[config.mk]
export PLATFORM = sky130hd
export DESIGN_NAME = vkt_mult
export DESIGN_NICKNAME = d
export VERILOG_FILES = /design/src/sv/velocity_kalman_tracker_core_assert.svh /design/src/sv/vkt_pkg.sv /design/src/sv/vkt_mult.sv
export SDC_FILE = /design/constraint.sdc
export NUM_CORES = 2
export LEC_CHECK = 0
export BUFFER_PORTS_ARGS = -buffer_cell sky130_fd_sc_hd__clkbuf_2
export CAP_MARGIN = 0
export CORE_MARGIN = 5
export CORE_UTILIZATION = 46
export CTS_BUF_LIST = sky130_fd_sc_hd__clkbuf_2 sky130_fd_sc_hd__clkbuf_4 sky130_fd_sc_hd__clkbuf_8
export CTS_CLUSTER_SIZE = 30
export DETAILED_ROUTE_END_ITERATION = 10
export GPL_ROUTABILITY_DRIVEN = 0
export GPL_TIMING_DRIVEN = 1
export MAX_ROUTING_LAYER = met4
export PLACE_DENSITY = 0.69
export REMOVE_ABC_BUFFERS = 1
export SYNTH_ARGS = -nofsm -noshare
export SYNTH_HDL_FRONTEND = slang
export SYNTH_SLANG_ARGS = --single-unit
[constraint.sdc]
create_clock -name clk -period 14.9 [get_ports clk]
set_clock_uncertainty 0.15 [all_clocks]
set_input_delay 2.98 -clock clk [delete_from_list [all_inputs] [get_ports clk]]
set_output_delay 2.98 -clock clk [all_outputs]
set_load 0.01 [all_outputs]
[src/sv/velocity_kalman_tracker_core_assert.svh]
// Assertion macros for the velocity Kalman tracker core.
// Included by the modules that carry concurrent assertions; no other dependencies.
`ifndef VELOCITY_KALMAN_TRACKER_CORE_ASSERT_SVH
`define VELOCITY_KALMAN_TRACKER_CORE_ASSERT_SVH
`ifndef SYNTHESIS
// Consequent must hold in the same cycle as the antecedent.
`define VKT_ASSERT_NOW(lbl, ck, rs, ante, cons) \
  lbl: assert property (@(posedge ck) disable iff (rs) (ante) |-> (cons)) \
    else $error("velocity tracker assertion failed");
// Consequent must hold in the cycle after the antecedent.
`define VKT_ASSERT_NEXT(lbl, ck, rs, ante, cons) \
  lbl: assert property (@(posedge ck) disable iff (rs) (ante) |=> (cons)) \
    else $error("velocity tracker assertion failed");
`else
`define VKT_ASSERT_NOW(lbl, ck, rs, ante, cons)
`define VKT_ASSERT_NEXT(lbl, ck, rs, ante, cons)
`endif
`endif

[src/sv/vkt_pkg.sv]
// Shared types, constants and helper functions for the velocity Kalman tracker.
// Used by every module of the block; depends on nothing else.
package vkt_pkg;

  // Fixed-point format of covariance and gain.
  localparam int COV_FRAC_BITS = 30;
  localparam int KW            = COV_FRAC_BITS + 1;

  // Shared multiplier operand width and product width.
  localparam int MUL_W = 33;
  localparam int PRD_W = 2 * MUL_W;

  // Iterative divider widths.
  localparam int DIV_Q_W   = 32;
  localparam int DIV_D_W   = 48;
  localparam int DIV_CNT_W = $clog2(DIV_Q_W + 1);

  // Width used for saturating sums.
  localparam int SAT_W = PRD_W;

  localparam logic signed [31:0] INT32_MAX = 32'sh7fff_ffff;
  localparam logic signed [31:0] INT32_MIN = 32'sh8000_0000;

  localparam logic [KW-1:0] COV_ONE_K = KW'(1) << COV_FRAC_BITS;
  localparam logic [63:0]   COV_ONE_W = 64'd1 << COV_FRAC_BITS;

  // Register reset values: 0.001 and 0.1 in the covariance format.
  localparam logic [31:0] PN_RESET  = 32'((COV_ONE_W + 64'd500) / 64'd1000);
  localparam logic [31:0] MN_RESET  = 32'((COV_ONE_W + 64'd5) / 64'd10);
  localparam logic [31:0] COV_RESET = 32'(COV_ONE_W);

  localparam logic signed [MUL_W-1:0] US_PER_S = MUL_W'(1000000);

  // Configuration register indexes.
  localparam logic [0:0] CFG_PROCESS_NOISE     = 1'b0;
  localparam logic [0:0] CFG_MEASUREMENT_NOISE = 1'b1;

  typedef struct packed {
    logic               target_present;
    logic signed [31:0] target_distance;
    logic [47:0]        sample_time;
    logic signed [31:0] own_speed;
  } in_item_t;

  typedef struct packed {
    logic signed [31:0] relative_velocity;
    logic signed [31:0] filtered_velocity;
    logic               time_error;
  } out_item_t;

  // Request to the iterative divider.
  typedef struct packed {
    logic               start;
    logic [DIV_D_W-1:0] rem_init;
    logic [DIV_Q_W-1:0] dividend;
    logic [DIV_D_W-1:0] divisor;
  } div_req_t;

  typedef enum logic [3:0] {
    S_IDLE,
    S_MUL_RAW,
    S_DIV_RAW_START,
    S_DIV_RAW,
    S_REL,
    S_GAIN_START,
    S_DIV_GAIN,
    S_MUL_CORR,
    S_UPD_X,
    S_UPD_P,
    S_FINISH
  } state_t;

  // Saturate a wide signed value to 32 bits.
  function automatic logic signed [31:0] sat_to_32(input logic signed [SAT_W-1:0] v);
    logic signed [31:0] r;
    if (v > SAT_W'(INT32_MAX)) begin
      r = INT32_MAX;
    end else if (v < SAT_W'(INT32_MIN)) begin
      r = INT32_MIN;
    end else begin
      r = v[31:0];
    end
    return r;
  endfunction

endpackage

[src/sv/vkt_mult.sv]
// Shared signed multiplier with a registered product.
// Depends on vkt_pkg for operand and product widths.
module vkt_mult import vkt_pkg::*; (
  input  logic                    clk,
  input  logic signed [MUL_W-1:0] a,
  input  logic signed [MUL_W-1:0] b,
  output logic signed [PRD_W-1:0] product
);

  // Product is available in the cycle after the operands are presented.
  always_ff @(posedge clk) begin
    product <= a * b;
  end

endmodule

Word-level counts from Yosys, hierarchy flattened
Index checks and enable logic that the tools add are counted.
{ "totals": {"regBits": 66, "latchBits": 0, "ram_bits": 0, "mem_bits_ro": 0, "inputBits": 67, "out_inout_bits": 66, "word_cells": 2, "mem_count": 0} }
{ "classes": {"n_addsub": 0, "n_mul": 1, "div_mod_pow": 0, "n_lt_le_gt_ge": 0, "eq_ne": 0, "shifts": 0, "mux": 0, "n_bitwise": 0, "n_reduce_logical": 0} }
{ "op_table": {"columns": ["operator", "count"], "rows": [
  ["33-bit by 33-bit multiplier with 66-bit output", 1]
]} }

Longest topological paths before layout
{ "depth": {"ltp_word": 1, "mapped_depth": 27, "depth_no_buf": 26} }

Worst setup path before layout
Ideal clock, no wire load.
{ "synth_timing": {"path_type": "input to register", "startpoint": "in a[32]", "endpoint": "reg product[62]", "setup_ps": 79, "t_arrival_ps": 10137, "required_time_ps": 14671, "slack_ps": 4534, "stages": 23, "path_buffers": 2, "path_cell_list": "clkbuf_1 > nand2_1 > inv_1 > fa_1 > fa_1 > fa_1 > fa_1 > fa_1 > fa_1 > fa_1 > inv_1 > fa_1 > inv_1 > ha_1 > clkbuf_1 > and3_1 > nand3_1 > nand2b_1 > a2111oi_4 > a211oi_4 > a21o_2 > a21o_1 > a211oi_2"} }
{ "synth_via": {"elab_chain_cells": 1} }
{ "synth_rtl": {"columns": ["element", "line_no", "text"], "rows": [
  ["start, declared", "vkt_mult.sv:5", "input logic signed [MUL_W-1:0] a,"],
  ["33-bit by 33-bit multiplier with 66-bit output", "vkt_mult.sv:12", "product <= a * b;"],
  ["end signal, assigned", "vkt_mult.sv:12", null],
  ["end, declared", "vkt_mult.sv:7", "output logic signed [PRD_W-1:0] product"]
]} }
Every way passes these cells.

Worst setup path after layout
{ "layout_timing": {"startpoint": "in b[0]", "endpoint": "reg product[59]"} }
{ "layout_via": {"elab_chain_cells": 1} }
{ "layout_rtl": {"columns": ["element", "line_no", "text"], "rows": [
  ["start, declared", "vkt_mult.sv:6", "input logic signed [MUL_W-1:0] b,"],
  ["33-bit by 33-bit multiplier with 66-bit output", "vkt_mult.sv:12", null]
]} }
Every way passes these cells.

==> impl_metrics.yaml <==
logic_synthesis:
  syn_inst: 4338
  yosys.area.top_type: "fa_1"
  synth-main-ff-cell: "dfxtp_1"
  synth_xor_area_frac: 0.0146
  ys.warnings.count: 0
  synth-edff-count: 0
  synth_adder_area_share: 0.629
  synth_top_family_by_area: "adder cells"
  yosys.cell_types.count: 80
  synthMuxAreaShare: 0
  synth.avg_cell_area_um2: 9.39
  synth-seq-cells: 66
  synthArstFlopShare: 0
  synth_top_area_frac: 0.563
  yosys.area_share.simple: 0.158
  synth_compound_area_frac: 0.0407
  synth-seq-area-share: 0.0324
  synth_area_leaders: "fa_1 56%, inv_1 10%, and2_1 8.6%, ha_1 6.7%, nand2_1 5.1%"
  netlist_area_um2: 40700
placement:
  dp.cells: 5434
  postPlaceCellArea_um2: 42200
  hpwl_um: 84800
  io_buffers: 132
clocking:
  cts_buffers: 9
  clock-sinks: 66
  cts.htree.levels: 3
  cts_tree: "built"
  cts_resized: 0
  path_clk_slew_ns: 0.08
  postCtsSetupBuffers: 0
  ctsHoldBuffers: 0
  clk_path_buf_depth: 2
  cts_root_buf: "clkbuf_8"
route:
  dr_wl_met3_um: 7590
  route.detailed.drc: 0
  drtPass1Iterations: 5
  vias: 28661
  wl_met2_um: 52200
  ant_nets: 0
  viasPerCell: 5.26
  wl_met1_um: 40400
  drt_iter0_drc: 1842
  wl_um: 103000
  wl_per_cell_um: 18.9
  routed.top_layer: "met4"
timing:
  grt_setup_unrepaired: "false"
  maxSlewViolCount: 0
  fin_setup_tns_ns: 0
  tightest_slew_ns: 1.11
  setup_viol: 0
  fmax_mhz: 91.6
  whs_ns: 3.07
  finalCritPeriodShare: 0.733
  period_needed_ns: 10.92
  max-slew-margin-rel: 0.260
  finalHoldViolCount: 0
die:
  core_um2: 88100
  die_w_um: 308
  initial_core_util: 0.462
  chipHeight_um: 308
  ios: 133
  die-area_um2: 94600
  num_rows: 109
global_routing:
  grt_usage: 0.236
  overflow: 0
  grt_pass1_vias: 31783
  grt_antenna_before_repair: 2
  grt_max_degree: 34
  grt_pass1_wl_um: 171000
job:
  drv_cap: 0
critical_path:
  slowest_delay_ns: 1.24
  worst_path_most_repeated_cell: "fa_1"
  crit_path_start_kind: "input port"
  critical-path-slowest-cell: "fa_1"
  critPathBufInv: 4
  worstPathArrival_ns: 11.10
  crit_cells: 21
  worstPathCellList: "clkbuf_2 > nand2_1 > inv_1 > fa_1 > fa_1 > fa_1 > fa_1 > fa_1 > fa_1 > fa_1 > inv_1 > fa_1 > inv_1 > ha_1 > and2_1 > and3_1 > nand4_1 > nor4_1 > a21oi_4 > o31ai_2 > xor2_1"
  worstSetupPathType: "in -> reg"
  crit_path_max_fanout: 33
  crit_path_end: "product[59]"
  cp-end-kind: "flop"
  cp_data_required_time_ns: 15.08
  cp-startpoint: "b[0]"
  critical_path.top_delay_family: "adder cells"
final_layout:
  final_area_um2: 42400
  stdcell_count: 5449
  final_layout_size_suffix_gt1_frac: 0.0476
  reg.largest.list: "product (66)"
  largest_register_ffs: 66
  layout.nets: 5709
  syn_to_final_growth_pct: 3.99
  largest-register: "product"
  antennaDiodeCount: 0
status:
  run_status: "finished clean"
min_path:
  min_from: "a[0]"
  min_path_type: "in -> reg"
metrics by stage:
step / setup slack (ns) / utilization
final: 3.98 / 0.481
after global routing: 3.52 / 0.481
after CTS: 4.05 / 0.481
after detailed placement: 3.62 / 0.478
after global placement: 3.79 / 0.478
after floorplan: 4.89 / -
tightest hold or removal path, stage by stage:
cell and delay, ns:
clkbuf_2 0.08, buf_4 0.27, and2_1 0.23
cell type report:
| cell class | count | area (um2) |
|---|---|---|
| Clock buffer | 13 | 173 |
| Clock inverter | 2 | 35.0 |
| Fill cell | 8284 | 45700 |
| Inverter | 1131 | 4250 |
| Multi-Input combinational cell | 2920 | 34300 |
| Sequential cell | 66 | 1320 |
| Tap cell | 1165 | 1460 |
| Timing Repair Buffer | 152 | 811 |
placed cells by master, fill, tap and decap left out, types with 3 or more instances in the layout:
cell,synthesis,routed
a31oi_1,8,8
a21o_1,36,36
o21bai_1,11,11
and4_1,5,5
or2_2,3,3
and3_1,5,5
a211oi_1,7,7
nand4_1,11,11
nand2b_1,12,12
nor2_1,68,68
clkbuf_2,0,132
o211ai_1,4,4
a21oi_2,3,3
nor2b_1,5,5
clkbuf_8,0,12
and2_1,562,562
o21ai_1,6,6
inv_1,1131,1131
o21ai_0,25,25
xnor2_1,43,43
xor2_1,25,25
nor3_1,7,7
or3_1,3,3
o21a_1,6,6
a211oi_2,3,3
buf_4,0,20
fa_1,1145,1145
nand3_1,25,25
nand2_1,551,551
dfxtp_1,66,66
a21oi_1,57,57
ha_1,217,217
a211o_1,6,6
o31ai_4,3,3
routing by layer:
layer,up-vias,track usage
met1,15147,0.303
li1,12207,-
met5,-,-
met4,0,0.0569
met2,1113,0.398
met3,194,0.0345
cell usage after synthesis, types with 3 or more instances:
library cell  instances
a211o_1               6
a211oi_1              7
a211oi_2              3
a21o_1               36
a21oi_1              57
a21oi_2               3
a31oi_1               8
and2_1              562
and3_1                5
and4_1                5
buf_2                11
clkbuf_1            208
dfxtp_1              66
fa_1               1145
ha_1                217
inv_1              1131
nand2_1             551
nand2b_1             12
nand3_1              25
nand4_1              11
nor2_1               68
nor2b_1               5
nor3_1                7
o211ai_1              4
o21a_1                6
o21ai_0              25
o21ai_1               6
o21bai_1             11
o31ai_4               3
or2_2                 3
or3_1                 3
xnor2_1              43
xor2_1               25
worst min path at each step:
stage	to	slack, ns	depth (start not counted)
floorplan	product[0]	2.95	1
global placement	product[33]	3.22	1
detailed placement	product[26]	3.22	1
CTS	product[0]	3.03	3
global route	product[0]	3.07	3
finish	product[0]	3.07	3
cells by family after synthesis:
group / count (synthesis)
AOI/OAI and AO/OA: 219
adders and majority gates: 1362
and+or+nand+nor: 1271
xor gates and xnor gates: 68
DFF: 66
buffers and inverters: 1352
Power is not shown: default switching activity piles up to over one toggle a cycle in this logic, so the estimate is an artifact.
