### src/sv/velocity_kalman_tracker_core_assert.svh
// Assertion macros for the velocity Kalman tracker core.
// Included by the modules that carry concurrent assertions; no other dependencies.
`ifndef VELOCITY_KALMAN_TRACKER_CORE_ASSERT_SVH
`define VELOCITY_KALMAN_TRACKER_CORE_ASSERT_SVH
`ifndef SYNTHESIS
// Consequent must hold in the same cycle as the antecedent.
`define VKT_ASSERT_NOW(lbl, ck, rs, ante, cons) \
  lbl: assert property (@(posedge ck) disable iff (rs) (ante) |-> (cons)) \
    else $error("velocity tracker assertion failed");
// Consequent must hold in the cycle after the antecedent.
`define VKT_ASSERT_NEXT(lbl, ck, rs, ante, cons) \
  lbl: assert property (@(posedge ck) disable iff (rs) (ante) |=> (cons)) \
    else $error("velocity tracker assertion failed");
`else
`define VKT_ASSERT_NOW(lbl, ck, rs, ante, cons)
`define VKT_ASSERT_NEXT(lbl, ck, rs, ante, cons)
`endif
`endif

### src/sv/vkt_pkg.sv
// Shared types, constants and helper functions for the velocity Kalman tracker.
// Used by every module of the block; depends on nothing else.
package vkt_pkg;

  // Fixed-point format of covariance and gain.
  localparam int COV_FRAC_BITS = 30;
  localparam int KW            = COV_FRAC_BITS + 1;

  // Shared multiplier operand width and product width.
  localparam int MUL_W = 33;
  localparam int PRD_W = 2 * MUL_W;

  // Iterative divider widths.
  localparam int DIV_Q_W   = 32;
  localparam int DIV_D_W   = 48;
  localparam int DIV_CNT_W = $clog2(DIV_Q_W + 1);

  // Width used for saturating sums.
  localparam int SAT_W = PRD_W;

  localparam logic signed [31:0] INT32_MAX = 32'sh7fff_ffff;
  localparam logic signed [31:0] INT32_MIN = 32'sh8000_0000;

  localparam logic [KW-1:0] COV_ONE_K = KW'(1) << COV_FRAC_BITS;
  localparam logic [63:0]   COV_ONE_W = 64'd1 << COV_FRAC_BITS;

  // Register reset values: 0.001 and 0.1 in the covariance format.
  localparam logic [31:0] PN_RESET  = 32'((COV_ONE_W + 64'd500) / 64'd1000);
  localparam logic [31:0] MN_RESET  = 32'((COV_ONE_W + 64'd5) / 64'd10);
  localparam logic [31:0] COV_RESET = 32'(COV_ONE_W);

  localparam logic signed [MUL_W-1:0] US_PER_S = MUL_W'(1000000);

  // Configuration register indexes.
  localparam logic [0:0] CFG_PROCESS_NOISE     = 1'b0;
  localparam logic [0:0] CFG_MEASUREMENT_NOISE = 1'b1;

  typedef struct packed {
    logic               target_present;
    logic signed [31:0] target_distance;
    logic [47:0]        sample_time;
    logic signed [31:0] own_speed;
  } in_item_t;

  typedef struct packed {
    logic signed [31:0] relative_velocity;
    logic signed [31:0] filtered_velocity;
    logic               time_error;
  } out_item_t;

  // Request to the iterative divider.
  typedef struct packed {
    logic               start;
    logic [DIV_D_W-1:0] rem_init;
    logic [DIV_Q_W-1:0] dividend;
    logic [DIV_D_W-1:0] divisor;
  } div_req_t;

  typedef enum logic [3:0] {
    S_IDLE,
    S_MUL_RAW,
    S_DIV_RAW_START,
    S_DIV_RAW,
    S_REL,
    S_GAIN_START,
    S_DIV_GAIN,
    S_MUL_CORR,
    S_UPD_X,
    S_UPD_P,
    S_FINISH
  } state_t;

  // Saturate a wide signed value to 32 bits.
  function automatic logic signed [31:0] sat_to_32(input logic signed [SAT_W-1:0] v);
    logic signed [31:0] r;
    if (v > SAT_W'(INT32_MAX)) begin
      r = INT32_MAX;
    end else if (v < SAT_W'(INT32_MIN)) begin
      r = INT32_MIN;
    end else begin
      r = v[31:0];
    end
    return r;
  endfunction

endpackage

### src/sv/vkt_divider.sv
// Restoring divider that produces one quotient bit per cycle.
// Depends on vkt_pkg for the request struct and widths.
module vkt_divider import vkt_pkg::*; (
  input  logic               clk,
  input  logic               rst,
  input  div_req_t           req,
  output logic               done,
  output logic [DIV_Q_W-1:0] quotient
);

  logic [DIV_D_W-1:0]   rem;
  logic [DIV_Q_W-1:0]   work;
  logic [DIV_D_W-1:0]   divisor;
  logic [DIV_CNT_W-1:0] count;
  logic                 busy;

  logic [DIV_D_W:0] rem_sh;
  logic [DIV_D_W:0] rem_diff;
  logic             fits;

  // One step: shift in the next dividend bit and subtract where it fits.
  always_comb begin
    rem_sh   = {rem, work[DIV_Q_W-1]};
    rem_diff = rem_sh - {1'b0, divisor};
    fits     = rem_sh >= {1'b0, divisor};
  end

  // Step counter and completion flag.
  always_ff @(posedge clk) begin
    if (rst) begin
      busy  <= 1'b0;
      done  <= 1'b0;
      count <= '0;
    end else begin
      done <= 1'b0;
      if (req.start) begin
        busy  <= 1'b1;
        count <= DIV_CNT_W'(DIV_Q_W);
      end else if (busy) begin
        count <= count - DIV_CNT_W'(1);
        if (count == DIV_CNT_W'(1)) begin
          busy <= 1'b0;
          done <= 1'b1;
        end
      end
    end
  end

  // Partial remainder and the dividend register, which fills with quotient bits.
  always_ff @(posedge clk) begin
    if (req.start) begin
      rem     <= req.rem_init;
      work    <= req.dividend;
      divisor <= req.divisor;
    end else if (busy) begin
      rem  <= fits ? rem_diff[DIV_D_W-1:0] : rem_sh[DIV_D_W-1:0];
      work <= {work[DIV_Q_W-2:0], fits};
    end
  end

  assign quotient = work;

endmodule

### config.mk
export PLATFORM = sky130hd
export DESIGN_NAME = vkt_divider
export DESIGN_NICKNAME = d
export VERILOG_FILES = /design/src/sv/velocity_kalman_tracker_core_assert.svh /design/src/sv/vkt_pkg.sv /design/src/sv/vkt_divider.sv
export SDC_FILE = /design/constraint.sdc
export NUM_CORES = 1
export LEC_CHECK = 0
export BUFFER_PORTS_ARGS = -buffer_cell sky130_fd_sc_hd__buf_2
export CAP_MARGIN = 0
export CORE_MARGIN = 5
export CORE_UTILIZATION = 41
export CTS_CLUSTER_DIAMETER = 200
export DETAILED_ROUTE_END_ITERATION = 12
export HOLD_SLACK_MARGIN = 0.02
export PLACE_DENSITY = 0.66
export SYNTH_ARGS = -nofsm -noshare
export SYNTH_HDL_FRONTEND = slang
export SYNTH_SLANG_ARGS = --single-unit
### constraint.sdc
create_clock -name clk -period 3.6 [get_ports clk]
set_input_delay 0.9 -clock clk [delete_from_list [all_inputs] [get_ports clk]]
set_output_delay 0.9 -clock clk [all_outputs]
set_load 0.005 [all_outputs]
* Yosys cells after proc, flatten, opt, wreduce, memory -nomap -nowiden
Cells that the tools add are included.
** Word-level totals
- Bits in registers :: 136
** Cells by class
- $add $sub $neg :: 2
- $lt $le $gt $ge :: 1
- Eq/ne operators :: 1
- Muxes and demuxes :: 11
- Bitwise logic cells :: 1
- Reductions and logical operators :: 3
** Operators with widths (number)
- 2-to-1 mux 48 bit :: 3
- 2-to-1 mux 32 bit :: 2
- greater-or-equal comparator 49 x 48 -> 1 bit :: 1
- subtractor 48 bit :: 1
- 2-to-1 mux 6 bit :: 2
- equality test 6 x 1 -> 1 bit, second input constant :: 1
- subtractor 6 x 1 -> 6 bit, second input constant :: 1
- 2-to-1 mux 1 bit :: 4
- OR reduction 3 bit :: 1
- nonzero test 2 bit :: 1
- OR reduction 2 bit :: 1
- inverter 1 bit :: 1

* Depth between registers and ports, before layout
- Depth after elaboration :: 4
- Mapped depth :: 15

* Least setup slack after synthesis
No wires, ideal clock.
- Path kind :: input-to-reg
- Start :: input port req[128] in the netlist's numbering
- End :: register work[0] (netlist: quotient[0]) (enable)
- Arrival :: 2780 ps
- Required time :: 3196 ps
- Slack :: 416 ps
- Cell stages on the path :: 4
- Cell sequence :: clkbuf_1 -> clkbuf_1 -> clkbuf_1 -> or2_2
** Between the ends
- Cells in the longest elaborated chain, start to end :: 1
** RTL lines
- from (decl) :: line vkt_divider.sv:6 : input div_req_t req,
- nonzero test 2 bit (no line)
- to (signal assigned) :: line vkt_divider.sv:53 : work <= req.dividend;
- to (signal assigned) :: line vkt_divider.sv:57 : work <= {work[DIV_Q_W-2:0], fits};
- to (decl) :: line vkt_divider.sv:12 : logic [DIV_Q_W-1:0] work;
Every way passes these cells.
A chain may end at the register's enable or synchronous reset.

* Worst setup path after layout
- Start :: register rem[17]
- End :: register rem[44], data pin
** Between the ends
- Cells in the longest elaborated chain, start to end :: 4
- Elaborated cells between the ends (all ways) :: 5
- Those cells by class :: add/sub (1); order compare (1); mux (3)
** RTL lines
- from (decl) :: line vkt_divider.sv:11 : logic [DIV_D_W-1:0] rem;
- from (signal assigned) :: line vkt_divider.sv:52 : rem <= req.rem_init;
- from (signal assigned) :: line vkt_divider.sv:56 : rem <= fits ? rem_diff[DIV_D_W-1:0] : rem_sh[DIV_D_W-1:0];
- subtractor 48 bit or greater-or-equal comparator 49 x 48 -> 1 bit (tied branches) :: line vkt_divider.sv:24, vkt_divider.sv:25
- 2-to-1 mux 48 bit (*) :: line vkt_divider.sv:56
- 2-to-1 mux 48 bit (*) :: line vkt_divider.sv:55 : end else if (busy) begin
- 2-to-1 mux 48 bit (*) :: line vkt_divider.sv:51 : if (req.start) begin
Every way passes the cells marked *; elsewhere a longest branch is shown, timed or not. The select of a mux whose other input is x is not followed.

==> impl_results.md <==
- DR WL/cell: 16.6 um
- Final min period: ~3.4 ns
- Peak supply drop: 0.341 mV
- Clock root cell: clkbuf_16
- Synth Area in Adders: 7.42%
- Max-slew violations: 0
- PD cells: 689 nW/um^2
- YS warnings: 0
- Site Rows: 53
- Worst Hold End: count[0]$_SDFFE_PP0P_
- GRT Total Usage: 17.8%
- Pin count of the biggest net entering global routing: 74
- 1st-iter DRT viols: ~370
- Net Count, Synth: 1034
- CTS resizes: 0
- DRC viols: 0
- Gr ovfl total: 0
- Critical path's largest stage delay: 0.51 ns
- Initial core utilization: 41.5%
- Die width: 156 um
- Antenna-violating nets left: 0
- Setup TNS: 0 ns
- RSZ-0062 raised after global routing: no
- Worst reg2reg path depth: 11
- Layout cells sized above 1: between 20 and 30%
- GP Congestion: 0.903
- Final Hold Fails: 0
- H-tree Lvls: 4
- Main synth FF type: edfxtp_1
- Status: completed
- Die Span Y: 156 um
- Peak Freq: 0.296 GHz
- Simple-gate share of the synthesized area: 11.8%
- Clk sinks: approximately 140
- WHS: 0.501 ns
- Non-filler instance count after layout: about 1300
- Worst-margin pin slew: 0.613 ns
- Die ar.: approximately 24000 um^2
- Crit path required time: 3.85 ns
- Slowest cell on crit path: nor4_1
- Cell Area, Synth: 8700 um^2
- Cells after DPL: 1261
- Post-Place Setup Slack: 0.109 ns
- Hold path depth: 2
- RR Startpoint: rem[17]$_DFFE_PP_
- Critical Path Source Type: register
- Vias: 6862
- Ports: 164
- Critical path class: register to register
- Buffers & Inverters on Critical Path: 0
- Post-CTS Setup Inserts: 0
- Num CTS Buffers: 17
- Layout Nets: ~1200
- MaxCap Viol Count: 0
- Final WL: between 20 and 25 mm
- Lkg Pwr: around 4.4 nW
- Async SR Flop Fraction: 0%
- Max FO, Critical Path: 7
- Min-Delay Path Class: register to register
- Period utilisation layout: 93.8%
- Clock Pin Slew Worst Setup and Hold Paths: roughly 0.060 ns
- Setup Viol. Count Final: 0
- Diodes inserted: 0
- Worst path arrival time: 3.62 ns
- Via density: approximately 5.3
- Initial antenna violation count: 3
- R2r endpoint: rem[44]$_DFFE_PP_
- Endpoint class of the critical path: register
- CTS Buffer Depth: 2
- Skew-Pair Late Insertion Delay: 0.43 ns
- Family with the most delay on the worst path: compound AO/OA/AOI/OAI gates
- Post-synthesis xor/xnor area fraction: 4.53%
- Max_slew headroom: 59.2%
- Main combinational cell family by area after synthesis: compound AO/OA/AOI/OAI gates
- Hold buffers post-CTS: 0
- Port buffer count: 163
- Core area: between 20000 and 25000 um^2
- Area grow syn2layout: 19.8%
- DP Wirelength: 15.9 mm
- First-pass GRT wire length: 34.8 mm
- Clock Skew: 0.0105 ns
- Avg Inst Size Synth: 10.2 um^2
- Post-Syn Instances: 852
- Worst hold start: count[0]$_SDFFE_PP0P_
- Mux share of post-synthesis cell area: 6.93%
- Worst R2R Setup Slack: approximately 0.22 ns
- Register bit total from synthesis: ~140
- Number of iterations in the first detailed-routing pass: 7
- Vias in the first global route: 6994
- CP cell instances: ha_1 > nand4_1 > nor4_1 > nand4_1 > a21oi_1 > a21o_1 > nand2_1 > o211ai_1 > nor4_1 > a211o_1 > a221oi_1
- CTS tree: built
- Setup WS post-layout: 0.222 ns
- Power, Total: 7.18 mW
- Count of cell types in the netlist: 68
- Synth Area in Compound Gates: 17.5%
- Post-synth EDFFs: 128
- Seq/Total Area, Yosys: 46.0%
[cells in the final DEF, fill, tap and decap left out, drive strengths merged, types with 5 or more instances in the layout]
master	synthesis	routed
o21ai	39	39
o21bai	17	17
inv	77	86
edfxtp	128	128
xor2	18	18
a221o	5	5
dfxtp	8	8
nor2	69	69
clkbuf	23	17
nor3	20	20
xnor2	27	27
a21o	20	20
nand2	62	62
mux2	50	50
buf	20	177
nor2b	12	12
a221oi	6	6
nand3	5	5
nand4	19	19
a211oi	17	17
ha	50	50
a21oi	97	97
[sequential cells by signal (all words and copies together) (netlist names)]
name      cells
divisor      48
rem          48
quotient     32
count         6
busy          1
done          1
[per-layer routing]
metal  global-route usage [%]  wire (um)  vias to the layer above
li1                         -          -                     3417
met5                        0         45                        -
met4                     4.84        275                        6
met1                     22.7       9460                     3199
met3                     5.80       1660                       27
met2                     29.1      10100                      213
[worst reg2reg max path, stage by stage (launching register included)]
cell and delay (ns):
edfxtp_1 0.40, ha_1 0.48, nand4_1 0.26, nor4_1 0.51
nand4_1 0.15, a21oi_1 0.13, a21o_1 0.29, nand2_1 0.10
o211ai_1 0.21, nor4_1 0.10, a211o_1 0.30, a221oi_1 0.26
[synth_stat cells, types with 18 or more instances]
master	n	share of area (%)
a21o_1	20	1.7
a21oi_1	93	5.4
clkbuf_1	23	0.99
edfxtp_1	128	44
ha_1	50	7.2
inv_1	77	3.3
mux2_2	50	6.5
nand2_1	61	2.6
nor2_1	69	3.0
nor3_1	19	1.1
o21ai_0	31	1.8
xnor2_1	27	2.7
xor2_1	18	1.8
[through the flow]
step           cell area, um^2  utilization (%)
2_1_floorplan             8700                -
3_3_place_gp              9820             46.8
3_5_place_dp              9820             46.8
4_1_cts                  10400             49.6
5_1_grt                  10400             49.7
6_report                 10400             49.7
[logic make-up after synthesis]
| logic type | Yosys count |
|---|---|
| multiplexers | 54 |
| flip-flops | 136 |
| adder cells (fa/ha/maj) | 51 |
| XOR/XNOR | 45 |
| buffers and inverters | 120 |
| AO/OA/AOI/OAI | 231 |
| AND/OR/NAND/NOR | 215 |
[power breakdown]
group | leakage (nW) | internal [mW] | switching (mW) | total (mW)
registers | 1.34 | 2.10 | 0.149 | 2.25
logic | 2.80 | 1.36 | 1.81 | 3.17
clock network | 0.283 | 0.980 | 0.781 | 1.76
total | 4.42 | 4.44 | 2.74 | 7.18
[worst max path at each step]
stage	from	to	slack [ns]	cells past startpoint
2_1_floorplan	req[128]	quotient[0]$_DFFE_PP_	0.42	4
3_3_place_gp	quotient[31]$_DFFE_PP_	rem[38]$_DFFE_PP_	0.19	13
3_5_place_dp	quotient[31]$_DFFE_PP_	rem[20]$_DFFE_PP_	0.11	14
4_1_cts	quotient[31]$_DFFE_PP_	rem[20]$_DFFE_PP_	0.08	14
5_1_grt	quotient[31]$_DFFE_PP_	rem[46]$_DFFE_PP_	0.009	14
6_report	rem[17]$_DFFE_PP_	rem[44]$_DFFE_PP_	0.22	11
[cell type report]
| cell class | instances | area, um^2 |
|---|---|---|
| Inverter | 77 | 289 |
| Tap cell | 275 | 344 |
| Clock buffer | 17 | 425 |
| Multi-Input combinational cell | 596 | 4220 |
| Clock inverter | 15 | 156 |
| Sequential cell | 136 | 4000 |
| Timing Repair Buffer | 177 | 977 |
| Fill cell | 1990 | 10500 |
No activity file was read; power rests on OpenSTA's default activity.
